<file path="src/hw/rtl/hts_pkg.sv">
// ----------------------------------------------------------------------------
// hts_pkg
// Shared types, register codes and reset values for the hysteresis thermostat.
// ----------------------------------------------------------------------------
package hts_pkg;

	// Width of the relay and save timers.
	localparam int TIMER_W = 16;
	// Fraction bits of all temperatures and setpoints.
	localparam int TEMP_FRAC_BITS = 4;

	localparam int TEMP_W     = 12;
	localparam int DEB_W      = 8;
	localparam int REP_W      = 12;
	localparam int NUM_BUTTONS = 2;

	// Configuration register codes, in register map order.
	typedef enum logic [2:0] {
		REG_HALF_BAND     = 3'd0,
		REG_SETPOINT_LOW  = 3'd1,
		REG_SETPOINT_HIGH = 3'd2,
		REG_SETPOINT_STEP = 3'd3,
		REG_MIN_TOGGLE    = 3'd4,
		REG_DEBOUNCE      = 3'd5,
		REG_REPEAT        = 3'd6,
		REG_SAVE_QUIET    = 3'd7
	} cfg_reg_t;

	// Reset values; the temperature ones follow the fraction width.
	localparam logic [7:0]  HALF_BAND_RST  = 8'((3 * (1 << TEMP_FRAC_BITS)) / 4);
	localparam logic [11:0] SP_LOW_RST     = 12'(-5 * (1 << TEMP_FRAC_BITS));
	localparam logic [11:0] SP_HIGH_RST    = 12'(30 * (1 << TEMP_FRAC_BITS));
	localparam logic [7:0]  SP_STEP_RST    = 8'((1 << TEMP_FRAC_BITS) / 2);
	localparam logic [15:0] MIN_TOGGLE_RST = 16'd10000;
	localparam logic [7:0]  DEBOUNCE_RST   = 8'd50;
	localparam logic [11:0] REPEAT_RST     = 12'd250;
	localparam logic [15:0] SAVE_QUIET_RST = 16'd3000;
	localparam logic [11:0] SETPOINT_RST   = 12'(8 * (1 << TEMP_FRAC_BITS));

	typedef struct packed {
		logic                     temp_valid;
		logic signed [TEMP_W-1:0] temperature;
		logic                     up_level;
		logic                     down_level;
		logic                     remote_write;
		logic signed [TEMP_W-1:0] remote_setpoint;
	} tick_item_t;

	typedef struct packed {
		logic                     relay_on;
		logic signed [TEMP_W-1:0] setpoint_now;
		logic                     save_pulse;
		logic                     local_change;
	} result_item_t;

endpackage

</file>
<file path="src/hw/rtl/hysteresis_thermostat_with_buttons_top.sv">
// ----------------------------------------------------------------------------
// hysteresis_thermostat_with_buttons_top
// Hysteresis relay control with debounced, auto-repeating setpoint buttons.
// ----------------------------------------------------------------------------
// How to use this block:
// Each item on the src channel is one millisecond tick. It carries the probe
// sample, the two raw active-low button pins and an optional remote setpoint.
// For every tick item exactly one result item leaves on the res channel with
// the relay drive, the current setpoint, the save request and a flag that
// tells whether a button stepped the setpoint on that tick.
// An accepted item is held in an input register while all of its work is
// done, and the result then sits in an output register whose valid flag
// drives res_valid. A new item is taken every cycle while the receiver
// does not stall. The rate is set by the single update pass over the
// setpoint, button and timer state.
// When the receiver stalls, the result register holds; the input register
// still takes one more item, and only then src_stall rises.
// The cfg channel is always ready and writes the indexed register; it is
// to be used while no tick is in flight. Reset restores all registers to
// their defaults, sets the setpoint to eight degrees, the relay off and both
// buttons released.
// ----------------------------------------------------------------------------
module hysteresis_thermostat_with_buttons_top (
	input  logic                  clk,
	input  logic                  arst_n,
	input  logic                  src_valid,
	output logic                  src_stall,
	input  hts_pkg::tick_item_t   src_item,
	output logic                  res_valid,
	input  logic                  res_stall,
	output hts_pkg::result_item_t res_item,
	input  logic                  cfg_valid,
	output logic                  cfg_ready,
	input  hts_pkg::cfg_reg_t     cfg_index,
	input  logic [15:0]           cfg_data
);
	import hts_pkg::*;

	localparam logic [TIMER_W-1:0] TIMER_MAX = '1;
	localparam logic [DEB_W-1:0]   DEB_MAX   = '1;
	localparam logic [REP_W-1:0]   REP_MAX   = '1;

	// Configuration registers.
	logic [7:0]  half_band_q;
	logic [11:0] sp_low_q;
	logic [11:0] sp_high_q;
	logic [7:0]  sp_step_q;
	logic [15:0] min_toggle_q;
	logic [7:0]  debounce_q;
	logic [11:0] repeat_q;
	logic [15:0] save_quiet_q;

	// Block state.
	logic                     relay_q;
	logic [TIMER_W-1:0]       relay_age_q;
	logic signed [TEMP_W-1:0] setpoint_q;
	logic                     dirty_q;
	logic [TIMER_W-1:0]       quiet_age_q;
	logic                     stable_q [NUM_BUTTONS];
	logic                     last_q   [NUM_BUTTONS];
	logic [DEB_W-1:0]         db_age_q [NUM_BUTTONS];
	logic [REP_W-1:0]         rp_age_q [NUM_BUTTONS];

	// Input and result stages.
	logic         vld_s1;
	tick_item_t   item_s1;
	logic         res_vld_s2;
	result_item_t res_item_s2;

	logic advance;

	// Next-state values of the update pass.
	logic                     level    [NUM_BUTTONS];
	logic                     fire     [NUM_BUTTONS];
	logic                     stable_d [NUM_BUTTONS];
	logic [DEB_W-1:0]         db_age_d [NUM_BUTTONS];
	logic [REP_W-1:0]         rp_age_d [NUM_BUTTONS];
	logic                     remote_ok;
	logic                     mark;
	logic signed [TEMP_W-1:0] sp_remote;
	logic signed [TEMP_W-1:0] sp_up;
	logic signed [TEMP_W-1:0] sp_d;
	logic signed [13:0]       sp_lo_x;
	logic signed [13:0]       sp_hi_x;
	logic signed [13:0]       step_x;
	logic signed [13:0]       half_x;
	logic signed [13:0]       temp_x;
	logic [TIMER_W-1:0]       quiet_d;
	logic                     dirty_d;
	logic                     save_d;
	logic [TIMER_W-1:0]       relay_age_inc;
	logic [TIMER_W-1:0]       relay_age_d;
	logic                     want;
	logic                     relay_d;
	result_item_t             result_d;

	// Clamp to the limits; if they cross, v < lo gives lo, else hi.
	function automatic logic signed [TEMP_W-1:0] clamp_sp(
		input logic signed [13:0] v,
		input logic signed [13:0] lo,
		input logic signed [13:0] hi
	);
		logic signed [13:0] r;
		if (v < lo) begin
			r = lo;
		end else if (v > hi) begin
			r = hi;
		end else begin
			r = v;
		end
		return r[TEMP_W-1:0];
	endfunction

	// ------------------------------------------------------------------
	// Handshakes. The input register moves on whenever its item is
	// processed, so only a full input register behind a stalled result
	// holds off the source.
	// ------------------------------------------------------------------
	assign advance   = vld_s1 && (!res_vld_s2 || !res_stall);
	assign src_stall = vld_s1 && res_vld_s2 && res_stall;
	assign res_valid = res_vld_s2;
	assign res_item  = res_item_s2;
	assign cfg_ready = 1'b1;

	always_ff @(posedge clk or negedge arst_n) begin
		if (!arst_n) begin
			vld_s1 <= 1'b0;
		end else if (!src_stall) begin
			vld_s1 <= src_valid;
		end
	end

	always_ff @(posedge clk) begin
		if (!src_stall) begin
			item_s1 <= src_item;
		end
	end

	always_ff @(posedge clk or negedge arst_n) begin
		if (!arst_n) begin
			res_vld_s2 <= 1'b0;
		end else if (advance) begin
			res_vld_s2 <= 1'b1;
		end else if (!res_stall) begin
			res_vld_s2 <= 1'b0;
		end
	end

	always_ff @(posedge clk) begin
		if (advance) begin
			res_item_s2 <= result_d;
		end
	end

	// ------------------------------------------------------------------
	// Configuration registers. All eight codes are valid register indexes.
	// ------------------------------------------------------------------
	always_ff @(posedge clk or negedge arst_n) begin
		if (!arst_n) begin
			half_band_q  <= HALF_BAND_RST;
			sp_low_q     <= SP_LOW_RST;
			sp_high_q    <= SP_HIGH_RST;
			sp_step_q    <= SP_STEP_RST;
			min_toggle_q <= MIN_TOGGLE_RST;
			debounce_q   <= DEBOUNCE_RST;
			repeat_q     <= REPEAT_RST;
			save_quiet_q <= SAVE_QUIET_RST;
		end else if (cfg_valid && cfg_ready) begin
			case (cfg_index)
				REG_HALF_BAND:     half_band_q  <= cfg_data[7:0];
				REG_SETPOINT_LOW:  sp_low_q     <= cfg_data[11:0];
				REG_SETPOINT_HIGH: sp_high_q    <= cfg_data[11:0];
				REG_SETPOINT_STEP: sp_step_q    <= cfg_data[7:0];
				REG_MIN_TOGGLE:    min_toggle_q <= cfg_data;
				REG_DEBOUNCE:      debounce_q   <= cfg_data[7:0];
				REG_REPEAT:        repeat_q     <= cfg_data[11:0];
				REG_SAVE_QUIET:    save_quiet_q <= cfg_data;
				default:           half_band_q  <= half_band_q;
			endcase
		end
	end

	// ------------------------------------------------------------------
	// Button lanes. Whether a button fires depends only on its own pin
	// history, so both lanes are evaluated side by side; the setpoint then
	// takes the up step before the down step.
	// ------------------------------------------------------------------
	assign level[0] = item_s1.up_level;
	assign level[1] = item_s1.down_level;

	always_comb begin
		logic [DEB_W-1:0] db_inc;
		logic [REP_W-1:0] rp_inc;
		for (int b = 0; b < NUM_BUTTONS; b++) begin
			db_inc = (db_age_q[b] == DEB_MAX) ? DEB_MAX : db_age_q[b] + 1'b1;
			rp_inc = (rp_age_q[b] == REP_MAX) ? REP_MAX : rp_age_q[b] + 1'b1;
			// A pin edge restarts the debounce window.
			db_age_d[b] = (level[b] != last_q[b]) ? '0 : db_inc;
			rp_age_d[b] = rp_inc;
			stable_d[b] = stable_q[b];
			fire[b]     = 1'b0;
			if (db_age_d[b] >= debounce_q) begin
				if (stable_q[b] != level[b]) begin
					stable_d[b] = level[b];
					if (!level[b]) begin
						fire[b]     = 1'b1;
						rp_age_d[b] = '0;
					end
				end else if (!level[b] && rp_inc >= repeat_q) begin
					fire[b]     = 1'b1;
					rp_age_d[b] = '0;
				end
			end
		end
	end

	// ------------------------------------------------------------------
	// Setpoint, save request and relay decision for one tick.
	// ------------------------------------------------------------------
	always_comb begin
		sp_lo_x = 14'(signed'(sp_low_q));
		sp_hi_x = 14'(signed'(sp_high_q));
		step_x  = signed'({6'd0, sp_step_q});
		half_x  = signed'({6'd0, half_band_q});
		temp_x  = 14'(item_s1.temperature);

		remote_ok = item_s1.remote_write &&
			(14'(item_s1.remote_setpoint) >= sp_lo_x) &&
			(14'(item_s1.remote_setpoint) <= sp_hi_x);
		sp_remote = remote_ok ? item_s1.remote_setpoint : setpoint_q;
		sp_up = fire[0] ? clamp_sp(14'(sp_remote) + step_x, sp_lo_x, sp_hi_x) : sp_remote;
		sp_d  = fire[1] ? clamp_sp(14'(sp_up) - step_x, sp_lo_x, sp_hi_x) : sp_up;

		// Any accepted change restarts the quiet timer.
		mark    = remote_ok || fire[0] || fire[1];
		quiet_d = mark ? '0 : ((quiet_age_q == TIMER_MAX) ? TIMER_MAX : quiet_age_q + 1'b1);
		dirty_d = dirty_q || mark;
		save_d  = 1'b0;
		if (dirty_d && (32'(quiet_d) >= 32'(save_quiet_q))) begin
			save_d  = 1'b1;
			dirty_d = 1'b0;
		end

		// Cooling relay with hysteresis; an invalid sample asks for it off.
		if (!item_s1.temp_valid) begin
			want = 1'b0;
		end else if (temp_x >= 14'(sp_d) + half_x) begin
			want = 1'b1;
		end else if (temp_x <= 14'(sp_d) - half_x) begin
			want = 1'b0;
		end else begin
			want = relay_q;
		end
		relay_age_inc = (relay_age_q == TIMER_MAX) ? TIMER_MAX : relay_age_q + 1'b1;
		relay_d       = relay_q;
		relay_age_d   = relay_age_inc;
		if (want != relay_q && (32'(relay_age_inc) >= 32'(min_toggle_q))) begin
			relay_d     = want;
			relay_age_d = '0;
		end

		result_d.relay_on     = relay_d;
		result_d.setpoint_now = sp_d;
		result_d.save_pulse   = save_d;
		result_d.local_change = fire[0] || fire[1];
	end

	always_ff @(posedge clk or negedge arst_n) begin
		if (!arst_n) begin
			relay_q     <= 1'b0;
			relay_age_q <= '0;
			setpoint_q  <= SETPOINT_RST;
			dirty_q     <= 1'b0;
			quiet_age_q <= '0;
			for (int b = 0; b < NUM_BUTTONS; b++) begin
				stable_q[b] <= 1'b1;
				last_q[b]   <= 1'b1;
				db_age_q[b] <= '0;
				rp_age_q[b] <= '0;
			end
		end else if (advance) begin
			relay_q     <= relay_d;
			relay_age_q <= relay_age_d;
			setpoint_q  <= sp_d;
			dirty_q     <= dirty_d;
			quiet_age_q <= quiet_d;
			for (int b = 0; b < NUM_BUTTONS; b++) begin
				stable_q[b] <= stable_d[b];
				last_q[b]   <= level[b];
				db_age_q[b] <= db_age_d[b];
				rp_age_q[b] <= rp_age_d[b];
			end
		end
	end

	// ------------------------------------------------------------------
	// Assertions.
	// ------------------------------------------------------------------
	// A relay change always restarts the toggle timer.
	assert property (@(posedge clk) disable iff (!arst_n)
		(relay_q != $past(relay_q)) |-> (relay_age_q == '0))
		else $error("relay changed without restarting its timer");

	// A save request clears the pending-save flag.
	assert property (@(posedge clk) disable iff (!arst_n)
		(advance && save_d) |=> !dirty_q)
		else $error("pending save flag survived a save request");

	// The source is held off only behind a full input register.
	assert property (@(posedge clk) disable iff (!arst_n)
		src_stall |-> (vld_s1 && res_vld_s2))
		else $error("source stalled while the pipeline had room");

endmodule

</file>
<file path="config.mk">
export PLATFORM = sky130hd
export DESIGN_NAME = hysteresis_thermostat_with_buttons_top
export DESIGN_NICKNAME = d
export VERILOG_FILES = /design/src/hw/rtl/hts_pkg.sv /design/src/hw/rtl/hysteresis_thermostat_with_buttons_top.sv
export SDC_FILE = /design/constraint.sdc
export NUM_CORES = 1
export LEC_CHECK = 0
export CAP_MARGIN = 20
export CORE_AREA = 2 2 189 144
export CTS_CLUSTER_SIZE = 24
export DETAILED_ROUTE_END_ITERATION = 7
export DIE_AREA = 0 0 191 146
export DONT_BUFFER_PORTS = 1
export PLACE_DENSITY = 0.8
export SETUP_SLACK_MARGIN = 0.3
export SYNTH_ARGS = -nofsm -noshare
export SYNTH_HDL_FRONTEND = slang
export SYNTH_SLANG_ARGS = --single-unit
</file>
<file path="constraint.sdc">
create_clock -name clk -period 14.6 [get_ports clk]
set_input_delay 0.73 -clock clk [delete_from_list [all_inputs] [get_ports clk]]
set_output_delay 0.73 -clock clk [all_outputs]
set_load 0.1 [all_outputs]
</file>
==> results.md <==
- Synth Instances: 1813
- Global Route Usage Sum: 0.333
- Relative slew slack: 0.353
- Worst vdd ir: between 0.2 and 0.25 mV
- CTS tree: done
- H-Tree Depth: 1
- Layout cell share with drive strength beyond 1: 0.139
- Synth warnings: 0
- First-pass GRT wire length: around 73 mm
- Status: completed
- Max cap viols: 0
- M3 GR Usage: 0.0895
- Fin cells: around 2200
- Arrival @ worst endpoint: between 10000 and 15000 ps
- Count leader, synth: nand2_1
- Net Switching: around 2100 uW
- Met1 usage: 0.483
- WP buf/inv: 7
- Cell Int Power: 2300 uW
- Die footprint: ~28000 sq um
- Net Sw Frac: 0.474
- Pre-CTS WS: about 370 ps
- Setup TNS: 0 ps
- Tcrit/Tclk final: 0.926
- Final setup margin: about 1100 ps
- Crit path launch type: register
- Synth area leaders: dfrtp_1 22%, ha_1 16%, edfxtp_1 7.7%
- Final routed DRC violation total: 0
- Clock share of power: 0.146
- Total CTS buffers: 24
- Critical-path top delay cell: dfstp_2
- WP data required: around 15000 ps
- Worst hold slack: approximately 38 ps
- Post-synth EDFFs: 43
- Worst min path class: primary input to asynchronous set/reset pin
- Synth Flop Type: dfrtp_1
- Mapped cell area: around 17000 sq um
- Drt pass-1 iters: 5
- Crit. End Element: register
- Post-synthesis cell type count: between 80 and 90
- GP Congestion: between 0.9 and 1
- FP Rows: 51
- Final Net Count: 2082
- Grt ovf: 0
- # IOs: 70
- Chip height: approximately 150 um
- Clock Path Buffers: 3
- Clock Latency Late Sink: between 500 and 600 ps
- Busiest grt layer: met2
- Number of max-slew violations in the final report: 0
- Register area: 5950 sq um
- CTS clk-pin slew, worst paths: 60 ps
- Power Dens Cells: around 240 nW/um^2
- Sequential Power Share: 0.235
- Final hold violations: 0
- Final HPWL DP: about 34 mm
- Final setup fails: 0
- Synth Area per Inst: 9.22 sq um
- Avg Vias per Cell: between 6 and 7
- ANT nets after route: 0
- Measured slew at the worst slew-check pin: around 970 ps
- Seq/Total Area, Yosys: 0.356
- Worst setup startpoint: sp_low_q[11]$_DFFE_PN1P_
- Leak: roughly 0.0084 uW
- Reg-to-reg startpoint: sp_low_q[11]$_DFFE_PN1P_
- Synth Register Bits: roughly 230
- Buffers on Ports: 0
- Die width: approximately 190 um
- Max stage delay on crit path: between 500 and 600 ps
- CTS Sinks: between 200 and 250
- Yosys top cell area share: 0.216
- Grt met2 use: 0.497
- Routed len/inst: approximately 21 um
- Root Driver: clkbuf_16
- Delay-heaviest family, CP: compound AO/OA/AOI/OAI gates
- Multi-input logic area: 10200 sq um
- Tmin final: around 14000 ps
- Yosys top cell by area: dfrtp_1
- Cell count after placement: 2126
- CP Max Fanout: 15
- Commonest cells post-synth: 227 x nand2_1, 213 x ha_1, 144 x dfrtp_1, 132 x inv_1, 124 x a21oi_1
- # fillers: just under 2000
- Initial antenna violation count: 4
- Overall power: 4370 uW
- Vias: ~14000
- DRT iter0 DRCs: 1200
- Clk_skew: roughly 18 ps
- Synth Net Count: 2082
- Final Routed Wirelength: 46.7 mm
- Fmax: around 74 MHz
- Combinational power share: 0.619
- CORE AREA: 25800 sq um
- Starting density of the core: 0.647
- Asr flop ratio synth: 0.811
- Critical path class: register to register
- Number of global-route vias before repair: between 10000 and 15000
- Synth-to-Final Area Change: 8.69%
- RSZ-0062 raised after global routing: false
- Largest net degree at the start of global routing: ~150
-- layer usage --
layer  vias to the layer above  routed length, um
li1                       6504                  -
met1                      6709              20400
met2                       604              20100
met3                        92               5040
met4                         4               1070
met5                         -                 28
-- power by group through the flow --
stage          sequential [uW]  combinational, uW  clock (uW)
2_1_floorplan              984               1870           0
3_3_place_gp              1020               2480           0
3_5_place_dp              1030               2530           0
4_1_cts                   1020               2560         642
5_1_grt                   1040               2970         667
6_report                  1030               2710         639
-- through the flow --
step                 util  area [sq um]
floorplan               -         16700
global placement    0.664         17200
detailed placement  0.664         17200
CTS                 0.696         18000
global route        0.703         18200
finish              0.703         18200
-- sequential cells by signal, summed over array words and instances, names as in the netlist, 15 cells and up --
| name | count |
|---|---|
| db_age_q | 16 |
| relay_age_q | 16 |
| res_item | 15 |
| min_toggle_q | 16 |
| save_quiet_q | 16 |
| item_s1 | 28 |
| rp_age_q | 24 |
| quiet_age_q | 16 |
-- layout by cell type, fill, tap and decap left out, types with 24 or more instances in the layout --
cell type    n
nand2_1    224
ha_1       212
dfrtp_1    144
inv_1      131
a21oi_1    117
o21ai_0    102
nor2_1      89
mux2_2      87
nand3_1     59
xnor2_1     55
edfxtp_1    43
dfstp_2     40
a21o_1      39
a31oi_1     38
and3_1      34
buf_4       32
nand2b_1    26
clkbuf_16   24
-- logic make-up after synthesis --
logic type | count (synthesis) | share of synthesized area
buffers and inverters | 195 | 0.0451
other | 1 | 0.000224
and+or+nand+nor | 541 | 0.154
DFF | 227 | 0.356
muxes | 106 | 0.0700
adders and majority gates | 217 | 0.164
AOI/OAI and AO/OA | 447 | 0.170
xor gates and xnor gates | 79 | 0.0414
-- area by class of cell --
type,count,area share
diodes,1,0.000138
clock buffers,32,0.0358
clock inverters,12,0.00806
inverters,133,0.0276
multi-input cells,1391,0.560
flip-flops and latches,227,0.327
well taps,344,0.0237
repair buffers,36,0.0172
-- worst paths after layout --
path,to,slack [ps],cells past startpoint
setup / recovery,res_item[14]$_DFFE_PP_,1090,65
hold / removal,sp_low_q[4]$_DFFE_PN1P_,40,0
setup reg to reg,res_item[14]$_DFFE_PP_,1090,65
hold reg to reg,last_q[1]$_DFFE_PN1P_,470,2
max in group asynchronous,sp_high_q[0]$_DFFE_PN0P_,13740,1
min in group clk,item_s1[13]$_DFFE_PN_,270,0
-- what timing repair did --
item                                    CTS  global route
endpoints found under the setup margin    0            18
buffers inserted                          0             3
hold buffers                              1             0
gates resized for setup                   0            34
hold endpoints to repair                144             0
Note: power is estimated with default switching activity, not from simulation.
